[config.mk]
export PLATFORM = sky130hd
export DESIGN_NAME = line_credit_flow_control
export DESIGN_NICKNAME = d
export VERILOG_FILES = /design/src/lcfc_pkg.sv /design/src/line_credit_flow_control.sv /design/src/lcfc_ram.sv /design/src/lcfc_rx_parse.sv /design/src/lcfc_credit_ctrl.sv
export SDC_FILE = /design/constraint.sdc
export NUM_CORES = 2
export LEC_CHECK = 0
export ABC_CLOCK_PERIOD_IN_PS = 14800
export BUFFER_PORTS_ARGS = -buffer_cell sky130_fd_sc_hd__buf_2
export CAP_MARGIN = 20
export CORE_UTILIZATION = 30
export CTS_CLUSTER_DIAMETER = 100
export DETAILED_ROUTE_END_ITERATION = 10
export SYNTH_ARGS = -nofsm -noshare
export SYNTH_HDL_FRONTEND = slang
export SYNTH_SLANG_ARGS = --single-unit
[constraint.sdc]
create_clock -name clk -period 14.8 [get_ports clk]
set_input_delay 4.44 -clock clk [delete_from_list [all_inputs] [get_ports clk]]
set_output_delay 4.44 -clock clk [all_outputs]
set_load 0.005 [all_outputs]
[src/lcfc_pkg.sv]
// Shared types and constants for the line credit flow control block.
`default_nettype none

package lcfc_pkg;

  localparam logic [3:0] EV_ABSORB       = 4'd0;
  localparam logic [3:0] EV_SENT         = 4'd1;
  localparam logic [3:0] EV_WAIT         = 4'd2;
  localparam logic [3:0] EV_OK           = 4'd3;
  localparam logic [3:0] EV_ERROR        = 4'd4;
  localparam logic [3:0] EV_OTHER        = 4'd5;
  localparam logic [3:0] EV_NONE_PENDING = 4'd6;
  localparam logic [3:0] EV_TOO_LONG     = 4'd7;
  localparam logic [3:0] EV_TOO_BIG      = 4'd8;

  localparam logic KIND_OFFER = 1'b0;
  localparam logic KIND_RX    = 1'b1;

  localparam logic [1:0] CLS_OTHER = 2'd0;
  localparam logic [1:0] CLS_OK    = 2'd1;
  localparam logic [1:0] CLS_ERR   = 2'd2;
  localparam logic [1:0] CLS_LONG  = 2'd3;

  localparam logic [7:0] CH_NL    = 8'h0A;
  localparam logic [7:0] CH_SPACE = 8'h20;
  localparam logic [7:0] CH_TILDE = 8'h7E;
  localparam logic [7:0] CH_COLON = 8'h3A;
  localparam logic [7:0] CH_O     = 8'h6F;
  localparam logic [7:0] CH_K     = 8'h6B;

  localparam int OK_LEN  = 2;
  localparam int ERR_LEN = 5;

  localparam logic [7:0] BUFFER_RESET = 8'd128;

  typedef struct packed {
    logic       line_end;
    logic [1:0] cls;
  } rx_class_t;

  function automatic logic [7:0] err_char(input logic [2:0] pos);
    logic [7:0] ch;
    case (pos)
      3'd0: ch = 8'h65;
      3'd1: ch = 8'h72;
      3'd2: ch = 8'h72;
      3'd3: ch = 8'h6F;
      3'd4: ch = 8'h72;
      default: ch = 8'h00;
    endcase
    return ch;
  endfunction

endpackage

`default_nettype wire

[src/line_credit_flow_control.sv]
// Top level of the line credit flow control block with output register.
//
//  channel  | direction | handshake               | payload
//  ---------+-----------+-------------------------+-----------------------------------
//  in       | input     | in_valid / in_stall     | kind, line_length, rx_byte
//  out      | output    | out_valid / out_stall   | event_res, line_index, credits
//  cfg      | input     | cfg_wr_en               | cfg_wr_data (buffer_bytes)
//
// One request per clock unless in_stall is high; each result appears in the cycle after
// its request is taken. The FIFO head is read ahead from the pending RAM, with a bypass
// for a push to the entry about to be read, so a pop never waits on the RAM latency.
// Reset is synchronous; no clearing pass is needed, the pending RAM holds no valid bits.
// in_stall rises only while a result waits and out_stall is high.
`default_nettype none

module line_credit_flow_control #(
  parameter int PENDING_DEPTH = 128,
  parameter int RX_LINE_MAX   = 256
) (
  input  wire logic        clk,
  input  wire logic        rst,
  input  wire logic        cfg_wr_en,
  input  wire logic [7:0]  cfg_wr_data,
  input  wire logic        in_valid,
  output logic             in_stall,
  input  wire logic        kind,
  input  wire logic [7:0]  line_length,
  input  wire logic [7:0]  rx_byte,
  output logic             out_valid,
  input  wire logic        out_stall,
  output logic      [3:0]  event_res,
  output logic      [15:0] line_index,
  output logic      [7:0]  credits
);
  import lcfc_pkg::*;

  logic        step_fire;
  logic        offer_fire;
  logic        byte_fire;
  rx_class_t   rx_class;
  logic [3:0]  ev;
  logic [15:0] idx;
  logic [7:0]  credits_next;

  assign in_stall   = out_valid && out_stall;
  assign step_fire  = in_valid && !in_stall;
  assign offer_fire = step_fire && (kind == KIND_OFFER);
  assign byte_fire  = step_fire && (kind == KIND_RX);

  lcfc_rx_parse #(
    .RX_LINE_MAX(RX_LINE_MAX)
  ) u_rx_parse (
    .clk      (clk),
    .rst      (rst),
    .byte_fire(byte_fire),
    .rx_byte  (rx_byte),
    .rx_class (rx_class)
  );

  lcfc_credit_ctrl #(
    .PENDING_DEPTH(PENDING_DEPTH)
  ) u_credit_ctrl (
    .clk         (clk),
    .rst         (rst),
    .cfg_wr_en   (cfg_wr_en),
    .cfg_wr_data (cfg_wr_data),
    .offer_fire  (offer_fire),
    .line_length (line_length),
    .rx_class    (rx_class),
    .ev          (ev),
    .idx         (idx),
    .credits_next(credits_next)
  );

  always_ff @(posedge clk) begin
    if (step_fire) begin
      event_res  <= ev;
      line_index <= idx;
      credits    <= credits_next;
    end
    if (rst) begin
      out_valid <= 1'b0;
    end else if (step_fire) begin
      out_valid <= 1'b1;
    end else if (!out_stall) begin
      out_valid <= 1'b0;
    end
  end

endmodule

`default_nettype wire

[src/lcfc_ram.sv]
// Generic single write port RAM with registered read.
`default_nettype none

module lcfc_ram #(
  parameter int WIDTH = 8,
  parameter int DEPTH = 128
) (
  input  wire logic                     clk,
  input  wire logic                     we,
  input  wire logic [$clog2(DEPTH)-1:0] wr_addr,
  input  wire logic [WIDTH-1:0]         wr_data,
  input  wire logic [$clog2(DEPTH)-1:0] rd_addr,
  output logic      [WIDTH-1:0]         rd_data
);

  logic [WIDTH-1:0] mem [DEPTH];

  always_ff @(posedge clk) begin
    if (we) begin
      mem[wr_addr] <= wr_data;
    end
    rd_data <= mem[rd_addr];
  end

endmodule

`default_nettype wire

[src/lcfc_rx_parse.sv]
// Response line assembler and ok/error line classifier.
`default_nettype none

module lcfc_rx_parse #(
  parameter int RX_LINE_MAX = 256
) (
  input  wire logic       clk,
  input  wire logic       rst,
  input  wire logic       byte_fire,
  input  wire logic [7:0] rx_byte,
  output lcfc_pkg::rx_class_t rx_class
);
  import lcfc_pkg::*;

  localparam int LW = $clog2(RX_LINE_MAX + 1);

  logic [LW-1:0] rx_len;
  logic [LW-1:0] rx_len_next;
  logic          flag_ok;
  logic          flag_ok_next;
  logic          flag_err;
  logic          flag_err_next;
  logic          flag_colon;
  logic          flag_colon_next;
  logic          printable;
  logic          is_nl;
  logic          at_max;

  always_comb begin
    printable = (rx_byte >= CH_SPACE) && (rx_byte <= CH_TILDE);
    is_nl     = rx_byte == CH_NL;
    at_max    = rx_len == LW'(RX_LINE_MAX);

    rx_class.line_end = byte_fire && is_nl;
    if (at_max) begin
      rx_class.cls = CLS_LONG;
    end else if (flag_ok && rx_len == LW'(OK_LEN)) begin
      rx_class.cls = CLS_OK;
    end else if ((flag_err && rx_len == LW'(ERR_LEN)) || flag_colon) begin
      rx_class.cls = CLS_ERR;
    end else begin
      rx_class.cls = CLS_OTHER;
    end

    rx_len_next     = rx_len;
    flag_ok_next    = flag_ok;
    flag_err_next   = flag_err;
    flag_colon_next = flag_colon;
    if (byte_fire) begin
      if (is_nl) begin
        rx_len_next     = '0;
        flag_ok_next    = 1'b1;
        flag_err_next   = 1'b1;
        flag_colon_next = 1'b0;
      end else if (printable && !at_max) begin
        if (!((rx_len == LW'(0) && rx_byte == CH_O) ||
              (rx_len == LW'(1) && rx_byte == CH_K))) begin
          flag_ok_next = 1'b0;
        end
        if (rx_len < LW'(ERR_LEN)) begin
          if (rx_byte != err_char(rx_len[2:0])) begin
            flag_err_next = 1'b0;
          end
        end else if (rx_len == LW'(ERR_LEN)) begin
          if (flag_err && rx_byte == CH_COLON) begin
            flag_colon_next = 1'b1;
          end
          flag_err_next = 1'b0;
        end
        rx_len_next = rx_len + LW'(1);
      end
    end
  end

  always_ff @(posedge clk) begin
    if (rst) begin
      rx_len     <= '0;
      flag_ok    <= 1'b1;
      flag_err   <= 1'b1;
      flag_colon <= 1'b0;
    end else begin
      rx_len     <= rx_len_next;
      flag_ok    <= flag_ok_next;
      flag_err   <= flag_err_next;
      flag_colon <= flag_colon_next;
    end
  end

endmodule

`default_nettype wire

[src/lcfc_credit_ctrl.sv]
// Credit counter and pending length FIFO held in RAM with head read-ahead.
`default_nettype none

module lcfc_credit_ctrl #(
  parameter int PENDING_DEPTH = 128
) (
  input  wire logic       clk,
  input  wire logic       rst,
  input  wire logic       cfg_wr_en,
  input  wire logic [7:0] cfg_wr_data,
  input  wire logic       offer_fire,
  input  wire logic [7:0] line_length,
  input  wire lcfc_pkg::rx_class_t rx_class,
  output logic      [3:0]  ev,
  output logic      [15:0] idx,
  output logic      [7:0]  credits_next
);
  import lcfc_pkg::*;

  localparam int PW = $clog2(PENDING_DEPTH);
  localparam int CW = $clog2(PENDING_DEPTH + 1);

  logic [7:0]    buffer_bytes;
  logic [7:0]    free_credits;
  logic [PW-1:0] fifo_head;
  logic [PW-1:0] fifo_head_next;
  logic [PW-1:0] fifo_tail;
  logic [PW-1:0] fifo_tail_next;
  logic [CW-1:0] pending_count;
  logic [CW-1:0] pending_count_next;
  logic [15:0]   sent_count;
  logic [15:0]   sent_count_next;
  logic [15:0]   acked_count;
  logic [15:0]   acked_count_next;
  logic          ram_we;
  logic [PW-1:0] rd_addr;
  logic [7:0]    rd_data;
  logic          bypass;
  logic [7:0]    bypass_data;
  logic [7:0]    head_len;
  logic [8:0]    credit_sum;

  assign head_len   = bypass ? bypass_data : rd_data;
  assign credit_sum = {1'b0, free_credits} + {1'b0, head_len};
  assign rd_addr    = rst ? '0 : fifo_head_next;

  always_comb begin
    ev                 = EV_ABSORB;
    idx                = '0;
    credits_next       = free_credits;
    fifo_head_next     = fifo_head;
    fifo_tail_next     = fifo_tail;
    pending_count_next = pending_count;
    sent_count_next    = sent_count;
    acked_count_next   = acked_count;
    ram_we             = 1'b0;
    if (offer_fire) begin
      if (line_length > buffer_bytes) begin
        ev = EV_TOO_BIG;
      end else if (line_length > free_credits ||
                   pending_count == CW'(PENDING_DEPTH)) begin
        ev = EV_WAIT;
      end else begin
        ev                 = EV_SENT;
        credits_next       = free_credits - line_length;
        ram_we             = 1'b1;
        fifo_tail_next     = (fifo_tail == PW'(PENDING_DEPTH - 1)) ? '0
                                                                   : fifo_tail + PW'(1);
        pending_count_next = pending_count + CW'(1);
        idx                = sent_count;
        sent_count_next    = sent_count + 16'd1;
      end
    end else if (rx_class.line_end) begin
      case (rx_class.cls)
        CLS_LONG: ev = EV_TOO_LONG;
        CLS_OK, CLS_ERR: begin
          if (pending_count == '0) begin
            ev = EV_NONE_PENDING;
          end else begin
            ev                 = (rx_class.cls == CLS_OK) ? EV_OK : EV_ERROR;
            credits_next       = credit_sum[8] ? 8'hFF : credit_sum[7:0];
            fifo_head_next     = (fifo_head == PW'(PENDING_DEPTH - 1)) ? '0
                                                                       : fifo_head + PW'(1);
            pending_count_next = pending_count - CW'(1);
            idx                = acked_count;
            acked_count_next   = acked_count + 16'd1;
          end
        end
        default: ev = EV_OTHER;
      endcase
    end
  end

  lcfc_ram #(
    .WIDTH(8),
    .DEPTH(PENDING_DEPTH)
  ) u_pending_ram (
    .clk    (clk),
    .we     (ram_we),
    .wr_addr(fifo_tail),
    .wr_data(line_length),
    .rd_addr(rd_addr),
    .rd_data(rd_data)
  );

  always_ff @(posedge clk) begin
    bypass_data <= line_length;
    if (rst) begin
      buffer_bytes  <= BUFFER_RESET;
      free_credits  <= BUFFER_RESET;
      fifo_head     <= '0;
      fifo_tail     <= '0;
      pending_count <= '0;
      sent_count    <= '0;
      acked_count   <= '0;
      bypass        <= 1'b0;
    end else begin
      if (cfg_wr_en) begin
        buffer_bytes <= cfg_wr_data;
      end
      free_credits  <= credits_next;
      fifo_head     <= fifo_head_next;
      fifo_tail     <= fifo_tail_next;
      pending_count <= pending_count_next;
      sent_count    <= sent_count_next;
      acked_count   <= acked_count_next;
      bypass        <= ram_we && (fifo_tail == fifo_head_next);
    end
  end

endmodule

`default_nettype wire

* Word-level counts from Yosys, hierarchy flattened *
Memories as Yosys holds them, arrays and structs flattened. A register that Yosys moved wholly into a read port is not among the register bits.
Cells that the tools add are included.

word-level totals
  register bits after elaboration = 120
  bits in latches = 0
  RAM bits = 1,024
  ROM bits = 0
  output and inout port bits = 30
  logic and storage cells = 164
  memories kept = 1

memories
  name                             words  width  read ports  clocked after Yosys merged registers in  wr ports  line            source
  u_credit_ctrl.u_pending_ram.mem  128    8      1           1                                        1         lcfc_ram.sv:16  logic [WIDTH-1:0] mem [DEPTH];

cells by class
  add/sub/neg operators = 9
  $mul = 0
  divide/modulo/power cells = 0
  magnitude comparators = 5
  equal/unequal tests = 27
  shift operators = 0
  mux-type cells = 64
  bitwise gates (word level) = 5
  reductions and logical operators = 36

operator list
  kind                     number
  $mux W8                  18
  $mux W16                 6
  $mux W7                  7
  $add A16 B1 Y16 const B  2
  $pmux W7 S3              1
  $mux W1                  20
  $mux W9                  2
  $eq A8 B7 Y1 const B     2
  $gt A8 B8 Y1             2
  $mux W4                  4
  $add A7 B1 Y7 const B    2
  $eq A7 B7 Y1 const B     2
  $logic_and A1 B1 Y1      13
  $reduce_and A5 Y1        2
  $reduce_bool A2 Y1       5
  $add A8 B8 Y9            1
  $add A9 B1 Y9 const B    1
  $eq A9 B1 Y1 const B     1
  $eq A9 B2 Y1 const B     1
  $eq A9 B3 Y1 const B     1
  $eq A9 B9 Y1 const B     1
  $logic_not A9 Y1         1
  $lt A9 B3 Y1 const B     1
  $add A8 B1 Y8 const B    1
  other kinds (31)         49

* Longest topological paths before layout *
  word-level depth = 13
  mapped depth = 20

* Cells and area by module *
Synthesis repeated with hierarchy kept, for this count alone.

second synthesis, totals
  cells, all modules = 2,398
  area total of the unflattened synthesis = 46,602.2 um^2

modules (own cells, without submodules)
  module                    instances  cells an instance  area each (um^2)
  lcfc_ram                  1          1,635              39,665.5
  lcfc_credit_ctrl          1          604                5,103.6
  lcfc_rx_parse             1          124                932.1
  line_credit_flow_control  1          35                 900.9

* Worst setup path before layout *
OpenSTA, ideal clock, no wires.

  path kind = in2out
  start point = in out_stall
  end point = out in_stall
  arrival time = 4,582 ps
  slack = 5,778 ps
  cell stages on the path = 1
  cells stage by stage = and2_4

on the way
  cells in the longest elaborated chain, start to end = 1

ends and longest elaborated chain
  what                 line                            source
  from (decl)          line_credit_flow_control.sv:30  input wire logic out_stall,
  $logic_and A1 B1 Y1  line_credit_flow_control.sv:45  assign in_stall = out_valid && out_stall;
  to (decl)            line_credit_flow_control.sv:25  output logic in_stall,

No other way between the ends.

* Worst setup path in the final report *
  start point = in out_stall
  end point = reg u_credit_ctrl.u_pending_ram.rd_data[6], read port of u_credit_ctrl.u_pending_ram.mem

on the way
  cells in the longest elaborated chain, start to end = 8
  elaborated cells between the ends (all ways) = 9

ends and longest elaborated chain
  what                   line                            source
  $logic_and A1 B1 Y1 *  line_credit_flow_control.sv:45
  $logic_not A1 Y1 *     line_credit_flow_control.sv:46  assign step_fire = in_valid && !in_stall;
  $logic_and A1 B1 Y1 *  line_credit_flow_control.sv:46
  named net step_fire    line_credit_flow_control.sv:37  logic step_fire;
  $logic_and A1 B1 Y1    line_credit_flow_control.sv:48  assign byte_fire = step_fire && (kind == KIND_RX);
  $logic_and A1 B1 Y1    lcfc_rx_parse.sv:34             rx_class.line_end = byte_fire && is_nl;
  $mux W7                lcfc_credit_ctrl.sv:73          end else if (rx_class.line_end) begin
  $mux W7 *              lcfc_credit_ctrl.sv:57          if (offer_fire) begin
  $mux W7 *              lcfc_credit_ctrl.sv:45          assign rd_addr = rst ? '0 : fifo_head_next;
  to (decl)              lcfc_ram.sv:13                  output logic [WIDTH-1:0] rd_data

The timed path passes the listed nets; every way through them passes the cells marked *.
A chain may end at the register's enable or synchronous reset.

==> reports/results.tsv <==
stage	metric	value	unit
logic_synthesis	area of the mapped netlist	48000	um2
sta	Max Slew Vio Count	0	
die	Die Height	402	um
sta	Final Setup Violations	0	
worst_setup_path	kind of critical path	input pin to flip-flop	
worst_setup_path	Crit path top cell by count	buf_4	
sta	Tmin final	9430	ps
cells_and_area	commonest non-fill, non-tap cell in the layout	edfxtp_1	
logic_synthesis	Synth cell types	93	
placed_design	PortBufs	59	
power_and_ir_drop	Pwr Total	6550	uW
min_path	hold crit path type	flip-flop to flip-flop	
routing	DRC Markers	0	
worst_setup_path	Worst setup SP type	input pin	
cells_and_area	# fillers	15478	
placed_design	DP HPWL	99800	um
worst_setup_path	crit-path max cell delay	970	ps
global_route	pin count of the biggest net entering global routing	143	
die	DIE WIDTH	402	um
cells_and_area	Register Area	33600	um2
global_route	initial antenna violation count	11	
worst_setup_path	Setup crit end kind	flip-flop	
logic_synthesis	yosys warns	0	
routing	post-route ant nets	0	
worst_setup_path	CP required	15340	ps
clock_tree	CTS tree	yes	
worst_setup_path	Critical Path, Cell by Cell	buf_2 > and2_4 > nand2b_4 > inv_2 > nand4_1 > o21ai_4 > buf_4 > nand2_4 > buf_4 > o211ai_1 > nand3_1 > o31ai_1 > a32oi_1	
cells_and_area	Layout Nets	3881	
die	Initial Util	0.303	
placed_design	routability cong.	0.938	
clock_tree	Root Buffer Master	clkbuf_16	
global_route	GRT Total Usage	0.198	
die	Die Area	162000	um2
sta	Worst Skew	53.8	ps
logic_synthesis	sequential share of the synthesized area	0.700	
clock_tree	H-tree levels	3	
die	Core Area	159000	um2
routing	WL/cell	27.6	um
clock_tree	clock slew at reported path FFs	60	ps
cells_and_area	layout cells sized above 1	0.0892	
clock_tree	Post-CTS Hold Buffers	0	
worst_setup_path	FF-to-FF setup slack	8150	ps
die	Rows	146	
global_route	vias in the first global route	31477	
cells_and_area	Layout area overhead	12.7	%
job	max_cap viols	0	
sta	FMAX	106	MHz
global_route	met1 Track Usage GR	0.269	
logic_synthesis	cell count after synthesis	3798	
logic_synthesis	Avg Cell Area, Syn	12.6	um2
sta	period utilisation layout	0.637	
global_route	met3 Use GR	0.0555	
worst_setup_path	CP max FO	71	
worst_setup_path	worst path arrival time	9960	ps
global_route	aggregate global routing overflow	0	
global_route	GRT Max-Usage Layer	met2	
routing	via density per instance	5.63	
power_and_ir_drop	Leakage	0.0177	uW
logic_synthesis	Synth Register Bits	1152	
routing	Iter 0 DRT Violations	5454	
routing	drt total wl	165000	um
clock_tree	clock latency at the later pin of the worst-skew pair	760	ps
die	Ports	60	
status	status	completed	
power_and_ir_drop	peak supply drop	107	uV
logic_synthesis	Post-synth EDFFs	1052	
clock_tree	postcts setup bufs	0	
worst_setup_path	Slowest cell on crit path	o31ai_1	
power_and_ir_drop	Power Density	121	nW/um2
logic_synthesis	Synth Net Count	3871	
sta	Hold Vio Cnt, Final	0	
cells_and_area	commonest non-fill, non-tap cells in the layout	edfxtp_1, nand2_1, nor2_1, o21ai_0, nand3_1	
routing	via count	33660	
sta	slew at the pin closest to its max-slew limit	1300	ps
clock_tree	clock tree buffer depth	3	
global_route	first-pass GRT wire length	233000	um
sta	setup TNS	0	ps
logic_synthesis	async set-reset flop share out of synthesis	0	
routing	drt pass-1 iters	8	
cells_and_area	area of the multi-input gates	13200	um2
sta	RSZ-0062 raised after global routing	false	
global_route	GR Util met2	0.294	
cells_and_area	Layout Utilization	0.341	
clock_tree	CTS resizes	0	
clock_tree	CTS buffer count	112	
sta	Rel. slew slack	0.132	
clock_tree	clock sinks	1152	
logic_synthesis	dominant synthesized flop cell	edfxtp_1	
## layout make-up
class,instances,area share
Sequential cell,1152,0.621
Multi-Input combinational cell,2354,0.244
Clock buffer,147,0.0553
Tap cell,2072,0.0479
Timing Repair Buffer,134,0.0175
Clock inverter,59,0.0102
Inverter,54,0.00389
Antenna cell,2,0.0000925
## cell usage after synthesis (all sizes together) (7+ instances only)
library cell	n	area [um2]
a2111oi	19	185
a211oi	27	208
a21boi	9	78.8
a21o	9	68.8
a21oi	96	480
a221oi	9	78.8
a22o	15	131
a22oi	10	75.1
a311oi	11	96.3
a31oi	83	519
a32o	7	70.1
a32oi	25	219
and2	14	90.1
and3	73	457
buf	119	619
clkbuf	119	447
dfxtp	100	2000
edfxtp	1052	31600
ha	40	500
inv	53	199
mux2	12	135
mux2i	68	681
nand2	594	2240
nand3	160	806
nand4	36	225
nor2	362	1390
nor2b	12	75.1
nor3	148	761
nor4	13	93.8
o2111ai	20	175
o211ai	46	345
o21ai	194	975
o22ai	19	119
o311ai	19	166
or3	58	363
xnor2	32	280
xor2	27	236
## flip-flops by register name (all words and copies together) (netlist names), 4 cells and up
register / flops
u_credit_ctrl.free_credits: 8
u_rx_parse.rx_len: 9
event_res: 4
u_credit_ctrl.fifo_head: 7
u_credit_ctrl.u_pending_ram.mem: 1024
u_credit_ctrl.acked_count: 16
u_credit_ctrl.bypass_data: 8
u_credit_ctrl.sent_count: 16
u_credit_ctrl.pending_count: 8
u_credit_ctrl.buffer_bytes: 8
u_credit_ctrl.u_pending_ram.rd_data: 8
u_credit_ctrl.fifo_tail: 7
credits: 8
line_index: 16
## critical path: cells and delay by family
| family | cells | cell delay [ps] |
|---|---|---|
| buffers and inverters | 4 | 1700 |
| AOI/OAI and AO/OA | 4 | 1930 |
| and+or+nand+nor | 5 | 1720 |
## routing by layer
metal,up-vias,share of wire
met1,16724,0.39
met5,-,0.00059
met4,8,0.046
met3,412,0.13
met2,2251,0.43
li1,14265,-
## power by group
part	internal, uW	total, uW	switching, uW	leakage (uW)
Clock	1540	2820	1280	0.00171
Combinational	39.9	167	127	0.00568
Sequential	3560	3570	8.49	0.0103
Total	5130	6550	1420	0.0177
## kinds of logic after synthesis
logic type,share of synthesized area
compound gates,0.0936
xor+xnor,0.0108
fa+ha+maj,0.0117
buf+inv,0.0264
flops,0.700
mux,0.0175
simple gates,0.140
## worst paths after layout
path,from,cells past startpoint,end
setup / recovery,out_stall,13,u_credit_ctrl.u_pending_ram.rd_data[6]
hold / removal,u_rx_parse.flag_err,1,u_rx_parse.flag_err
setup reg to reg,u_rx_parse.rx_len[4],17,u_credit_ctrl.u_pending_ram.rd_data[0]
hold reg to reg,u_rx_parse.flag_err,1,u_rx_parse.flag_err
## metrics by stage
step           setup slack, ps  hold WS (ps)  cells  cell area (um2)
2_1_floorplan             5780           426   3798            48000
5_1_grt                   5230           497   5972            54100
3_3_place_gp              4740           438   5764            50500
4_1_cts                   5550           459   5971            54100
3_5_place_dp              4830           444   5765            50500
6_report                  5370           457   5974            54100
Power figures use the tool's default switching activity.
